$ cat config.mk
export PLATFORM = sky130hd
export DESIGN_NAME = gyro_yaw_integrator_with_hold_top
export DESIGN_NICKNAME = d
export VERILOG_FILES = /design/src/design/gyro_yaw_pkg.sv /design/src/design/gyro_yaw_ctrl.sv /design/src/design/gyro_yaw_dp.sv /design/src/design/gyro_yaw_integrator_with_hold_top.sv
export VERILOG_INCLUDE_DIRS = /design/src /design/src/design
export SDC_FILE = /design/constraint.sdc
export NUM_CORES = 2
export LEC_CHECK = 0
export BUFFER_PORTS_ARGS = -buffer_cell sky130_fd_sc_hd__buf_2
export CAP_MARGIN = 20
export CORE_ASPECT_RATIO = 0.75
export CORE_MARGIN = 4
export CORE_UTILIZATION = 63
export DETAILED_ROUTE_END_ITERATION = 10
export HOLD_SLACK_MARGIN = 0.06
export PLACE_DENSITY = 0.81
export SLEW_MARGIN = 20
export SYNTH_ARGS = -nofsm -noshare
export SYNTH_HDL_FRONTEND = slang
export SYNTH_SLANG_ARGS = --single-unit
$ cat constraint.sdc
create_clock -name clk -period 16.6 [get_ports clk]
set_input_delay 4.15 -clock clk [delete_from_list [all_inputs] [get_ports clk]]
set_output_delay 4.15 -clock clk [all_outputs]
set_load 0.1 [all_outputs]
$ cat src/design/gyro_yaw_integrator_with_hold_top_assert.svh
// Assertion macros for the gyro yaw integrator modules.
// Depends on nothing; included by the modules that carry assertions.
`ifndef GYRO_YAW_INTEGRATOR_WITH_HOLD_TOP_ASSERT_SVH
`define GYRO_YAW_INTEGRATOR_WITH_HOLD_TOP_ASSERT_SVH

// Same-cycle implication, disabled while reset is asserted.
`define GY_ASSERT_NOW(lbl, ck, rn, ante, cons) \
  lbl: assert property (@(posedge ck) disable iff (!rn) (ante) |-> (cons)) \
    else $error("gyro yaw assertion failed");

// Next-cycle implication, disabled while reset is asserted.
`define GY_ASSERT_NEXT(lbl, ck, rn, ante, cons) \
  lbl: assert property (@(posedge ck) disable iff (!rn) (ante) |=> (cons)) \
    else $error("gyro yaw assertion failed");

`endif

$ cat src/design/gyro_yaw_pkg.sv
// Shared types and constants of the gyro yaw integrator.
// Depends on nothing; imported by the controller, datapath and top level.
package gyro_yaw_pkg;

  // Field widths.
  localparam int GYRO_W   = 16;
  localparam int STAMP_W  = 32;
  localparam int OUT_W    = 40;
  localparam int OFS_W    = 24;
  localparam int THR_W    = 32;
  localparam int LOCK_W   = 16;
  localparam int IVL_W    = 10;
  localparam int RATE_W   = 25;
  localparam int INC_W    = RATE_W + IVL_W + 1;
  localparam int CFG_IDX_W  = 3;
  localparam int CFG_DATA_W = 32;

  // Default accumulator width.
  localparam int ACC_WIDTH_DEF = 48;

  // Output scaling: yaw_q16 = acc * 256 / 131000 = (acc << 5) / 16375.
  localparam int DIV_SHIFT = 5;
  localparam int DIV_REM_W = 14;
  localparam logic [DIV_REM_W:0] DIV_CONST = 15'd16375;
  // Quotient bits produced per divider cycle.
  localparam int DIV_BITS = 4;

  // Configuration reset values.
  localparam logic [OFS_W-1:0]  OFS_RST  = '0;
  localparam logic [THR_W-1:0]  THR_RST  = 32'd1006080;
  localparam logic [LOCK_W-1:0] LOCK_RST = 16'd50;
  localparam logic [IVL_W-1:0]  MAX_RST  = 10'd100;
  localparam logic [IVL_W-1:0]  FB_RST   = 10'd10;

  // Configuration register indexes.
  typedef enum logic [CFG_IDX_W-1:0] {
    CFG_GYRO_OFFSET      = 3'd0,
    CFG_STABLE_THRESHOLD = 3'd1,
    CFG_LOCK_COUNT       = 3'd2,
    CFG_MAX_INTERVAL     = 3'd3,
    CFG_FALLBACK         = 3'd4
  } cfg_idx_t;

  // Commands from the controller to the datapath.
  typedef struct packed {
    logic capture;   // take the input item, form interval and rate
    logic mul;       // rate times interval
    logic acc;       // saturating accumulate
    logic still;     // stillness test, counter and hold latch
    logic load;      // pick reported accumulator, load divider
    logic div_step;  // one divider iteration
    logic out_load;  // write the result register
  } dp_cmd_t;

endpackage

$ cat src/design/gyro_yaw_ctrl.sv
// Controller state machine of the gyro yaw integrator.
// Depends on gyro_yaw_pkg and the assertion macro header.
`include "gyro_yaw_integrator_with_hold_top_assert.svh"

module gyro_yaw_ctrl
  import gyro_yaw_pkg::*;
#(
  parameter int ACC_WIDTH = ACC_WIDTH_DEF
) (
  input  logic    clk,
  input  logic    rst_n,
  input  logic    in_tvalid,
  output logic    in_tready,
  output logic    out_tvalid,
  input  logic    out_tready,
  output dp_cmd_t cmd
);

  localparam int DW    = ACC_WIDTH + DIV_SHIFT;
  localparam int NSTEP = (DW + DIV_BITS - 1) / DIV_BITS;
  localparam int CNT_W = $clog2(NSTEP);
  localparam logic [CNT_W-1:0] CNT_LAST = CNT_W'(NSTEP - 1);

  typedef enum logic [2:0] {
    S_IDLE, S_MUL, S_ACC, S_STILL, S_LOAD, S_DIV, S_OUT
  } state_t;

  state_t           state_r;
  logic [CNT_W-1:0] cnt_r;
  logic             out_tvalid_r;
  logic             out_free;

  assign in_tready  = (state_r == S_IDLE);
  assign out_tvalid = out_tvalid_r;
  assign out_free   = !out_tvalid_r || out_tready;

  // Commands decoded from the state.
  always_comb begin
    cmd          = '0;
    cmd.capture  = (state_r == S_IDLE) && in_tvalid;
    cmd.mul      = (state_r == S_MUL);
    cmd.acc      = (state_r == S_ACC);
    cmd.still    = (state_r == S_STILL);
    cmd.load     = (state_r == S_LOAD);
    cmd.div_step = (state_r == S_DIV);
    cmd.out_load = (state_r == S_OUT) && out_free;
  end

  // State, divider step count and result valid flag.
  always_ff @(posedge clk) begin
    if (!rst_n) begin
      state_r      <= S_IDLE;
      cnt_r        <= '0;
      out_tvalid_r <= 1'b0;
    end else begin
      if (out_tvalid_r && out_tready) begin
        out_tvalid_r <= 1'b0;
      end
      unique case (state_r)
        S_IDLE: begin
          if (in_tvalid) begin
            state_r <= S_MUL;
          end
        end
        S_MUL:   state_r <= S_ACC;
        S_ACC:   state_r <= S_STILL;
        S_STILL: state_r <= S_LOAD;
        S_LOAD:  state_r <= S_DIV;
        S_DIV: begin
          if (cnt_r == CNT_LAST) begin
            cnt_r   <= '0;
            state_r <= S_OUT;
          end else begin
            cnt_r <= cnt_r + 1'b1;
          end
        end
        S_OUT: begin
          if (out_free) begin
            out_tvalid_r <= 1'b1;
            state_r      <= S_IDLE;
          end
        end
        default: state_r <= S_IDLE;
      endcase
    end
  end

  `GY_ASSERT_NEXT(a_accept_starts, clk, rst_n, in_tvalid && in_tready, state_r == S_MUL)
  `GY_ASSERT_NEXT(a_out_written, clk, rst_n, (state_r == S_OUT) && out_free, out_tvalid_r && (state_r == S_IDLE))
  `GY_ASSERT_NOW(a_cnt_idle, clk, rst_n, state_r != S_DIV, cnt_r == '0)

endmodule

$ cat src/design/gyro_yaw_dp.sv
// Datapath of the gyro yaw integrator: configuration, integration state,
// stillness hold and the constant divider. Depends on gyro_yaw_pkg.
module gyro_yaw_dp
  import gyro_yaw_pkg::*;
#(
  parameter int ACC_WIDTH = ACC_WIDTH_DEF
) (
  input  logic                  clk,
  input  logic                  rst_n,
  input  dp_cmd_t               cmd,
  input  logic [GYRO_W-1:0]     gyro_z,
  input  logic [STAMP_W-1:0]    timestamp_ms,
  input  logic                  cfg_we,
  input  logic [CFG_IDX_W-1:0]  cfg_index,
  input  logic [CFG_DATA_W-1:0] cfg_data,
  output logic [OUT_W-1:0]      yaw_q16,
  output logic                  locked
);

  localparam int DW    = ACC_WIDTH + DIV_SHIFT;
  localparam int NSTEP = (DW + DIV_BITS - 1) / DIV_BITS;
  localparam int DPW   = NSTEP * DIV_BITS;

  // Configuration registers.
  logic [OFS_W-1:0]  gyro_offset_r;
  logic [THR_W-1:0]  stable_threshold_r;
  logic [LOCK_W-1:0] lock_count_r;
  logic [IVL_W-1:0]  max_interval_r;
  logic [IVL_W-1:0]  fallback_r;

  // Integration state.
  logic [STAMP_W-1:0]   last_stamp_r;
  logic [ACC_WIDTH-1:0] acc_r;
  logic [ACC_WIDTH-1:0] held_r;
  logic                 hold_r;
  logic [LOCK_W-1:0]    still_cnt_r;

  // Working registers.
  logic [RATE_W-1:0]    rate_r;
  logic [IVL_W-1:0]     dt_r;
  logic [INC_W-1:0]     inc_r;
  logic [ACC_WIDTH-1:0] old_r;
  logic                 neg_r;
  logic                 locked_r;
  logic [DPW-1:0]       quo_r;
  logic [DIV_REM_W-1:0] rem_r;
  logic [OUT_W-1:0]     yaw_r;
  logic                 locked_out_r;

  // Combinational values.
  logic [STAMP_W-1:0]   dt_diff;
  logic [IVL_W-1:0]     dt_nxt;
  logic [RATE_W-1:0]    rate_nxt;
  logic [ACC_WIDTH:0]   sum;
  logic [ACC_WIDTH-1:0] acc_nxt;
  logic [ACC_WIDTH:0]   delta;
  logic [ACC_WIDTH:0]   thr_ext;
  logic                 is_still;
  logic [LOCK_W-1:0]    cnt_nxt;
  logic                 hold_nxt;
  logic                 latch;
  logic [ACC_WIDTH-1:0] sel_acc;
  logic [ACC_WIDTH-1:0] mag;
  logic [DPW-1:0]       quo_nxt;
  logic [DIV_REM_W-1:0] rem_nxt;
  logic [OUT_W-1:0]     q40;

  // Interval and bias-corrected rate of the incoming item.
  always_comb begin
    dt_diff = timestamp_ms - last_stamp_r;
    if ((dt_diff == '0) || (dt_diff > {{(STAMP_W-IVL_W){1'b0}}, max_interval_r})) begin
      dt_nxt = fallback_r;
    end else begin
      dt_nxt = dt_diff[IVL_W-1:0];
    end
    rate_nxt = {gyro_z[GYRO_W-1], gyro_z, 8'h00}
             - {gyro_offset_r[OFS_W-1], gyro_offset_r};
  end

  // Saturating accumulate.
  always_comb begin
    sum = {acc_r[ACC_WIDTH-1], acc_r}
        + {{(ACC_WIDTH+1-INC_W){inc_r[INC_W-1]}}, inc_r};
    if (sum[ACC_WIDTH] != sum[ACC_WIDTH-1]) begin
      acc_nxt = sum[ACC_WIDTH] ? {1'b1, {(ACC_WIDTH-1){1'b0}}}
                               : {1'b0, {(ACC_WIDTH-1){1'b1}}};
    end else begin
      acc_nxt = sum[ACC_WIDTH-1:0];
    end
  end

  // Stillness test on the change actually taken, still counter and latch.
  always_comb begin
    delta    = {acc_r[ACC_WIDTH-1], acc_r} - {old_r[ACC_WIDTH-1], old_r};
    thr_ext  = {{(ACC_WIDTH+1-THR_W){1'b0}}, stable_threshold_r};
    is_still = ($signed(delta) < $signed(thr_ext)) &&
               ($signed(delta) > -$signed(thr_ext));
    if (is_still) begin
      cnt_nxt  = (still_cnt_r == '1) ? still_cnt_r : still_cnt_r + 1'b1;
      hold_nxt = hold_r;
    end else begin
      cnt_nxt  = '0;
      hold_nxt = 1'b0;
    end
    latch = (cnt_nxt > lock_count_r) && !hold_nxt;
  end

  // Reported accumulator and its magnitude.
  always_comb begin
    sel_acc = hold_r ? held_r : acc_r;
    mag     = sel_acc[ACC_WIDTH-1] ? (~sel_acc + 1'b1) : sel_acc;
  end

  // Restoring division by the constant, DIV_BITS quotient bits per cycle.
  always_comb begin
    logic [DIV_REM_W:0] r;
    logic [DPW-1:0]     x;
    r = '0;
    x = quo_r;
    rem_nxt = rem_r;
    for (int i = 0; i < DIV_BITS; i++) begin
      r = {rem_nxt, x[DPW-1]};
      x = {x[DPW-2:0], 1'b0};
      if (r >= DIV_CONST) begin
        r    = r - DIV_CONST;
        x[0] = 1'b1;
      end
      rem_nxt = r[DIV_REM_W-1:0];
    end
    quo_nxt = x;
  end

  assign q40 = quo_r[OUT_W-1:0];

  // Configuration writes and integration state.
  always_ff @(posedge clk) begin
    if (!rst_n) begin
      gyro_offset_r      <= OFS_RST;
      stable_threshold_r <= THR_RST;
      lock_count_r       <= LOCK_RST;
      max_interval_r     <= MAX_RST;
      fallback_r         <= FB_RST;
      last_stamp_r       <= '0;
      acc_r              <= '0;
      held_r             <= '0;
      hold_r             <= 1'b0;
      still_cnt_r        <= '0;
    end else begin
      if (cfg_we) begin
        unique case (cfg_idx_t'(cfg_index))
          CFG_GYRO_OFFSET:      gyro_offset_r      <= cfg_data[OFS_W-1:0];
          CFG_STABLE_THRESHOLD: stable_threshold_r <= cfg_data[THR_W-1:0];
          CFG_LOCK_COUNT:       lock_count_r       <= cfg_data[LOCK_W-1:0];
          CFG_MAX_INTERVAL:     max_interval_r     <= cfg_data[IVL_W-1:0];
          CFG_FALLBACK:         fallback_r         <= cfg_data[IVL_W-1:0];
          default: ;
        endcase
      end
      if (cmd.capture) begin
        last_stamp_r <= timestamp_ms;
      end
      if (cmd.acc) begin
        acc_r <= acc_nxt;
      end
      if (cmd.still) begin
        still_cnt_r <= cnt_nxt;
        hold_r      <= hold_nxt || latch;
        if (latch) begin
          held_r <= acc_r;
        end
      end
    end
  end

  // Working and result registers.
  always_ff @(posedge clk) begin
    if (cmd.capture) begin
      dt_r   <= dt_nxt;
      rate_r <= rate_nxt;
    end
    if (cmd.mul) begin
      inc_r <= INC_W'($signed(rate_r) * $signed({1'b0, dt_r}));
    end
    if (cmd.acc) begin
      old_r <= acc_r;
    end
    if (cmd.load) begin
      neg_r    <= sel_acc[ACC_WIDTH-1];
      locked_r <= hold_r;
      quo_r    <= {{(DPW-DW){1'b0}}, mag, {DIV_SHIFT{1'b0}}};
      rem_r    <= '0;
    end
    if (cmd.div_step) begin
      quo_r <= quo_nxt;
      rem_r <= rem_nxt;
    end
    if (cmd.out_load) begin
      yaw_r        <= neg_r ? (~q40 + 1'b1) : q40;
      locked_out_r <= locked_r;
    end
  end

  assign yaw_q16 = yaw_r;
  assign locked  = locked_out_r;

endmodule

$ cat src/design/gyro_yaw_integrator_with_hold_top.sv
// Top level of the gyro yaw integrator with stillness hold.
// Depends on gyro_yaw_pkg, gyro_yaw_ctrl and gyro_yaw_dp.
//
// Usage: each item on the in_ channel carries a signed raw gyro Z sample and
// a millisecond timestamp. The block integrates the bias-corrected rate over
// the measured interval and returns one item per input on the out_ channel:
// the yaw in degrees with 16 fraction bits and, in out_tuser, a flag that is
// set while the held yaw is reported instead of the live one.
// Registers are written on the cfg_ channel, which is always ready; write
// them only while no item is in flight.
// Flow: an accepted item passes through the multiply, accumulate, stillness,
// divider load, divide and output states before the result is valid. The
// output scaling divider yields 4 quotient bits per cycle; one item is in
// work at a time, and the next item is accepted only once the controller
// is back in idle.
// A result waits in the output register while the receiver stalls; the next
// item is still taken and worked on, and waits to be written until the
// register is free.
// Reset (rst_n low, synchronous) restores the register defaults and clears
// the accumulator, the hold, the still counter and the last timestamp.
module gyro_yaw_integrator_with_hold_top
  import gyro_yaw_pkg::*;
#(
  parameter int ACC_WIDTH = ACC_WIDTH_DEF
) (
  input  logic                  clk,
  input  logic                  rst_n,
  // Input channel. tdata: gyro_z [15:0], timestamp_ms [47:16].
  input  logic                  in_tvalid,
  output logic                  in_tready,
  input  logic [47:0]           in_tdata,
  // Result channel. tdata: yaw_q16 [39:0].
  output logic                  out_tvalid,
  input  logic                  out_tready,
  output logic [39:0]           out_tdata,
  // tuser: locked [0].
  output logic [0:0]            out_tuser,
  // Configuration write channel.
  input  logic                  cfg_valid,
  output logic                  cfg_ready,
  input  logic [CFG_IDX_W-1:0]  cfg_index,
  input  logic [CFG_DATA_W-1:0] cfg_data
);

  dp_cmd_t cmd;
  logic    locked;

  assign cfg_ready = 1'b1;

  gyro_yaw_ctrl #(
    .ACC_WIDTH (ACC_WIDTH)
  ) u_ctrl (
    .clk        (clk),
    .rst_n      (rst_n),
    .in_tvalid  (in_tvalid),
    .in_tready  (in_tready),
    .out_tvalid (out_tvalid),
    .out_tready (out_tready),
    .cmd        (cmd)
  );

  gyro_yaw_dp #(
    .ACC_WIDTH (ACC_WIDTH)
  ) u_dp (
    .clk          (clk),
    .rst_n        (rst_n),
    .cmd          (cmd),
    .gyro_z       (in_tdata[GYRO_W-1:0]),
    .timestamp_ms (in_tdata[GYRO_W+STAMP_W-1:GYRO_W]),
    .cfg_we       (cfg_valid && cfg_ready),
    .cfg_index    (cfg_index),
    .cfg_data     (cfg_data),
    .yaw_q16      (out_tdata),
    .locked       (locked)
  );

  assign out_tuser[0] = locked;

endmodule
* After elaboration in Yosys (flattened, before gate mapping)
Index checks and enable logic that the tools add are counted.
** Storage, ports and cells
- Register bits :: 477
- Input bits :: 88
** Operators by class
- Add/subtract/negate cells :: 13
- $mul :: 1
- Order comparisons :: 8
- Eq/ne operators :: 16
- Muxes and demuxes :: 29
- Bitwise gates (word level) :: 2
- Reductions and logical operators :: 21
** Operators by type and width (count)
- $mux W48 :: 4
- $mux W56 :: 2
- $mux W14 :: 6
- $ge A15 B14 Y1 const B :: 4
- $sub A14 B14 Y14 const B :: 4
- $add A48 B36 Y49 :: 1
- $gt A49 B49 Y1 :: 1
- $lt A49 B33 Y1 :: 1
- $neg A32 Y49 :: 1
- $sub A48 B48 Y49 :: 1
- $add A48 B1 Y48 const B :: 1
- $not A48 Y48 :: 1
- $add A40 B1 Y40 const B :: 1
- $mux W40 :: 1
- $not A40 Y40 :: 1
- $mul A25 B11 Y36 :: 1
- $gt A32 B10 Y1 :: 1
- $logic_not A32 Y1 :: 1
- $mux W16 :: 2
- $sub A32 B32 Y32 :: 1
- $sub A24 B24 Y25 :: 1
- $pmux W3 S7 :: 1
- $add A16 B1 Y16 const B :: 1
- $eq A16 B16 Y1 const B :: 1
- other kinds (20) :: 50

* Logic depth before layout (Yosys ltp)
- Depth after elaboration :: 9
- Depth in mapped cells :: 50
- Mapped depth without buffers :: 46

* Modules after synthesis
A second synthesis with hierarchy kept.
** Second synthesis, totals
- Cell total of the unflattened synthesis :: 4652
- Area, all modules :: 41096.9 µm²
** By module, submodules not included
- gyro_yaw_dp :: instances 1, cells an instance 4597, area an instance 40631.5 µm²
- gyro_yaw_ctrl :: instances 1, cells an instance 53, area an instance 454.2 µm²
- gyro_yaw_integrator_with_hold_top :: instances 1, cells an instance 2, area an instance 11.3 µm²

* Least setup slack after synthesis
Ideal clock, no wire load.
- Kind :: input port to flip-flop
- Start :: input port in_tdata[16]
- End :: register u_dp.dt_r[1] (data pin)
- Arrival time :: 8681 ps
- Required time :: 16340 ps
- Slack :: 7659 ps
- Cell stages on the path :: 23
- Path buffers :: 0
- Cells stage by stage :: inv_1 > ha_1 > inv_1 > fa_1 > a21o_1 > a21oi_1 > o21ai_0 > a21o_1 > a21oi_1 > inv_1 > a21oi_1 > xnor2_1 > ha_1 > a21o_1 > a21oi_1 > a41oi_1 > nor4_1 > o311a_1 > o2111ai_1 > a2111oi_0 > nand4_1 > nor4_2 > mux2_2
** On the way
- Word-level cells in the longest chain between the ends :: 4
- Elaborated cells between the ends (all ways) :: 5
** Ends and longest elaborated chain
- start, declared :: RTL line gyro_yaw_integrator_with_hold_top.sv:31 : input logic [47:0] in_tdata,
- $sub A32 B32 Y32 * :: RTL line gyro_yaw_dp.sv:70 : dt_diff = timestamp_ms - last_stamp_r;
- $gt A32 B10 Y1 or $logic_not A32 Y1 (tied branches) :: RTL line gyro_yaw_dp.sv:71 : if ((dt_diff == '0) || (dt_diff > {{(STAMP_W-IVL_W){1'b0}}, max_interval_r})) begin
- $logic_or A1 B1 Y1 :: RTL line gyro_yaw_dp.sv:71
- $mux W10 * :: RTL line gyro_yaw_dp.sv:71
- net u_dp.dt_nxt[1] :: RTL line gyro_yaw_dp.sv:52 : logic [IVL_W-1:0] dt_nxt;
- end signal, assigned :: RTL line gyro_yaw_dp.sv:178 : dt_r <= dt_nxt;
- end, declared :: RTL line gyro_yaw_dp.sv:40 : logic [IVL_W-1:0] dt_r;
The timed path passes the listed nets; every way through them passes the cells marked *.
A chain may end at the register's enable or synchronous reset.

* Worst setup path after layout
- Start :: register u_dp.acc_r[0]
- End :: register u_dp.held_r[19]
** On the way
- Word-level cells in the longest chain between the ends :: 7
- Elaborated cells between the ends (all ways) :: 10
** Ends and longest elaborated chain
- start, declared :: RTL line gyro_yaw_dp.sv:33 : logic [ACC_WIDTH-1:0] acc_r;
- start signal, assigned :: RTL line gyro_yaw_dp.sv:163 : acc_r <= acc_nxt;
- $sub A48 B48 Y49 * :: RTL line gyro_yaw_dp.sv:94 : delta = {acc_r[ACC_WIDTH-1], acc_r} - {old_r[ACC_WIDTH-1], old_r};
- $lt A49 B33 Y1 or $gt A49 B49 Y1 (tied branches) :: RTL line gyro_yaw_dp.sv:96, gyro_yaw_dp.sv:97
- $logic_and A1 B1 Y1 * :: RTL line gyro_yaw_dp.sv:96 : is_still = ($signed(delta) < $signed(thr_ext)) &&
- $mux W16 * :: RTL line gyro_yaw_dp.sv:98 : if (is_still) begin
- net u_dp.cnt_nxt[1] :: RTL line gyro_yaw_dp.sv:59 : logic [LOCK_W-1:0] cnt_nxt;
- $gt A16 B16 Y1 * :: RTL line gyro_yaw_dp.sv:105 : latch = (cnt_nxt > lock_count_r) && !hold_nxt;
- $logic_and A1 B1 Y1 * :: RTL line gyro_yaw_dp.sv:105
- $reduce_and A2 Y1 (no line) *
- end signal, assigned :: RTL line gyro_yaw_dp.sv:169 : held_r <= acc_r;
- end, declared :: RTL line gyro_yaw_dp.sv:34 : logic [ACC_WIDTH-1:0] held_r;
Marks and branches as above.

==> impl_metrics.toml <==
[run_status]
outcome = "finished clean"

[die]
dieArea_sq_mm = 0.06870
ios = 132
dieHeight_um = 228.0
die_x_um = 301.3
coreArea_sq_mm = 0.06376
start_util_pct = 63.76
row_count = 80

[sta]
fin_crit_ns = 9.487
hold_ws_ns = 0.4239
slew-limit-headroom_pct = 24.00
tightest_slew_ns = 1.140
fin_ws_ns = 7.113
max_freq_mhz = 105.4
hold_viol = 0
rsz0062_at_grt = "no"
finalSetupViolCount = 0
drv_slew = 0
setup_tns_ns = 0
fin_crit_sh_pct = 57.15
finalClockSkew_ns = 0.02835

[hold_path]
hp-start = "u_dp.locked_r"
worstHoldPathCells = 0
holdPathEnd = "u_dp.locked"
worstHoldPathType = "reg -> reg"

[logic_synthesis]
synth_ff_type = "dfxtp_1"
synth_top_area_share_pct = 17.14
yosys_warnings = 0
syn-num-nets = 5280
synthTopCellsByArea = "edfxtp_1 (17%), dfxtp_1 (12%), fa_1 (11%)"
ys_async_sr_fraction_pct = 0
synth-seq-cells = 477
ys_seq_area_share_pct = 29.20
netlist_area_sq_mm = 0.04065
syn_inst = 4636
yosysUniqueCellTypes = 97
syn_area_per_cell_sq_um = 8.769
synth_area_leader_cell = "edfxtp_1"
synth_edf_count = 232

[cts]
ctsHoldBuffers = 0
clock-root-buffer = "clkbuf_16"
post-cts-setup-buffers = 0
clk_latency_ns = 0.62
clkSinkCount = 477
htree_levels = 2
clk_path_buf_depth = 3
cts_tree = "done"
path_clk_slew_ns = 0.07
cts.repair.resized = 0
numCtsBuffers = 50

[global_route]
grt_max_degree = 106
grt_pass1_wl_um = 163800
overflow = 0
antenna_found_initial = 2
grt_use_total_pct = 28.85
first_global_vias = 31652

[layout]
areaGrowthSynthToFinish_pct = 7.784
n_fill_cell = 4972
finalNetCount = 5304
multi_input_area_sq_mm = 0.02647
drive_gt1_share_pct = 7.316
area.sequential_sq_mm = 0.01188

[drt]
dr.pass1.iters = 7
vias = 33303
wl_um = 100600
viasPerCell = 5.985
drt_iter0_drc = 3185
drc = 0
drtAntennaViolNets = 0
wl_per_cell_um = 18.08

[power_and_ir_drop]
vdd_drop_max_v = 0.0002686
p_leak_nw = 17.91
powerDensity_mw_per_mm2 = 173.6

[job]
drv_cap = 0

[worst_setup_path]
cp_data_required_time_ns = 17.05
rr_worst_depth = 48
critPathCaptureType = "flop"
worstSetupStartpoint = "u_dp.acc_r[0]"
critPathLaunchType = "flop"
r2r-start = "u_dp.acc_r[0]"
cpMostUsedCell = "a21oi_1"
arrival_ns = 9.93
rrSetupSlack_ns = 7.11
r2r-end = "u_dp.held_r[19]"
crit_slowest_cell = "a211oi_1"
cp_slowest_stage_delay_ns = 0.46
criticalPathCategory = "reg -> reg"
crit_fanout = 48

[place]
place_worst_setup_slack_ns = 7.253
io_buffer_count = 130
dp_hpwl_um = 75800
gp_congestion = 0.9478
-- how the worst max path moves through the flow --
stage	slack [ns]	to	cells after the start
floorplan	7.66	u_dp.dt_r[1]	23
global placement	7.30	u_dp.dt_r[6]	25
detailed placement	7.25	u_dp.dt_r[5]	25
CTS	7.27	u_dp.held_r[13]	48
global route	6.40	u_dp.held_r[19]	48
finish	7.11	u_dp.held_r[19]	48
-- worst max-delay path, delay by kind of cell, from the launching register on --
family                   cells  cell delay [ns]
buffers and inverters        4             0.79
AND/OR/NAND/NOR              9             0.69
AO/OA/AOI/OAI               29             5.79
XOR/XNOR                     1             0.19
adder cells (fa/ha/maj)      4             1.18
multiplexers                 1             0.23
flip-flops                   1             0.36
-- Yosys cell counts (all sizes together) (39+ instances only) --
| cell type | number |
|---|---|
| nand2 | 659 |
| inv | 436 |
| a21oi | 357 |
| ha | 336 |
| dfxtp | 245 |
| o21ai | 239 |
| edfxtp | 232 |
| fa | 220 |
| nor2 | 220 |
| xnor2 | 207 |
| and2 | 160 |
| clkbuf | 157 |
| mux2i | 108 |
| xor2 | 94 |
| a21o | 83 |
| nor3 | 81 |
| nand3 | 75 |
| nor2b | 50 |
| nand2b | 48 |
| maj3 | 46 |
| nand4 | 44 |
| and3 | 42 |
| o21a | 39 |
-- layout make-up --
type / instances / share of cell area [%]
Multi-Input combinational cell: 3536 / 60.42
Clock buffer: 67 / 3.438
Antenna cell: 1 / 0.005711
Inverter: 436 / 3.741
Clock inverter: 27 / 0.7596
Sequential cell: 477 / 27.10
Timing Repair Buffer: 159 / 2.076
Tap cell: 861 / 2.459
-- kinds of logic after synthesis --
logic type | after synthesis | synth area share (%)
muxes | 123 | 3.075
xor gates and xnor gates | 301 | 6.485
DFF | 477 | 29.20
adders and majority gates | 602 | 22.31
and+or+nand+nor | 1528 | 18.17
AOI/OAI and AO/OA | 981 | 14.92
buffers and inverters | 623 | 5.835
other | 1 | 0.009224
-- layout by cell type (no fill, tap or decap), types with 24 or more instances in the layout --
master,n
a211oi_1,29
a21o_1,83
a21oi_1,353
and2_1,159
and3_1,41
buf_2,129
buf_4,25
clkbuf_16,56
dfxtp_1,244
edfxtp_1,232
fa_1,220
ha_1,336
inv_1,430
maj3_1,46
mux2i_1,107
nand2_1,659
nand2b_1,48
nand3_1,74
nand4_1,42
nor2_1,219
nor2b_1,48
nor3_1,81
nor4_1,32
o211ai_1,28
o21a_1,39
o21ai_0,236
o31ai_1,26
or3_1,24
xnor2_1,207
xor2_1,93
-- power breakdown --
group / leakage (nW) / internal (W) / total, W / switching (W)
clock network: 0.920 / 0.000727 / 0.00125 / 0.000522
logic: 12.8 / 0.00193 / 0.00467 / 0.00274
registers: 4.16 / 0.00154 / 0.00169 / 0.000149
-- routing by layer --
layer	part of all wire (%)	up-vias	GRT usage [%]
met1	46	15838	43.25
li1	-	16064	-
met2	42	1251	42.34
met5	0	-	0
met3	9.9	150	6.274
met4	2.4	0	7.460
-- flip-flops by register name (all words and copies together), names as in the netlist, 10 cells and up --
| name | count |
|---|---|
| u_dp.held_r | 48 |
| u_dp.gyro_offset_r | 24 |
| u_dp.still_cnt_r | 16 |
| u_dp.yaw_q16 | 40 |
| u_dp.last_stamp_r | 32 |
| u_dp.fallback_r | 10 |
| u_dp.max_interval_r | 10 |
| u_dp.dt_r | 10 |
| u_dp.inc_r | 36 |
| u_dp.rate_r | 25 |
| u_dp.lock_count_r | 16 |
| u_dp.rem_r | 14 |
| u_dp.acc_r | 48 |
| u_dp.stable_threshold_r | 32 |
| u_dp.old_r | 48 |
| u_dp.quo_r | 56 |
-- metrics by stage --
| stage | std cells | cell area [sq um] | util, % | power, W |
|---|---|---|---|---|
| 4_1_cts | 5559 | 43750 | 68.61 | 0.007538 |
| 6_report | 5564 | 43820 | 68.72 | 0.007608 |
| 2_1_floorplan | 4636 | 40650 | - | 0.005114 |
| 3_3_place_gp | 5465 | 41900 | 65.72 | 0.006132 |
| 3_5_place_dp | 5465 | 41910 | 65.72 | 0.006249 |
| 5_1_grt | 5563 | 43810 | 68.72 | 0.008229 |
(Power assumes the default switching activity.)
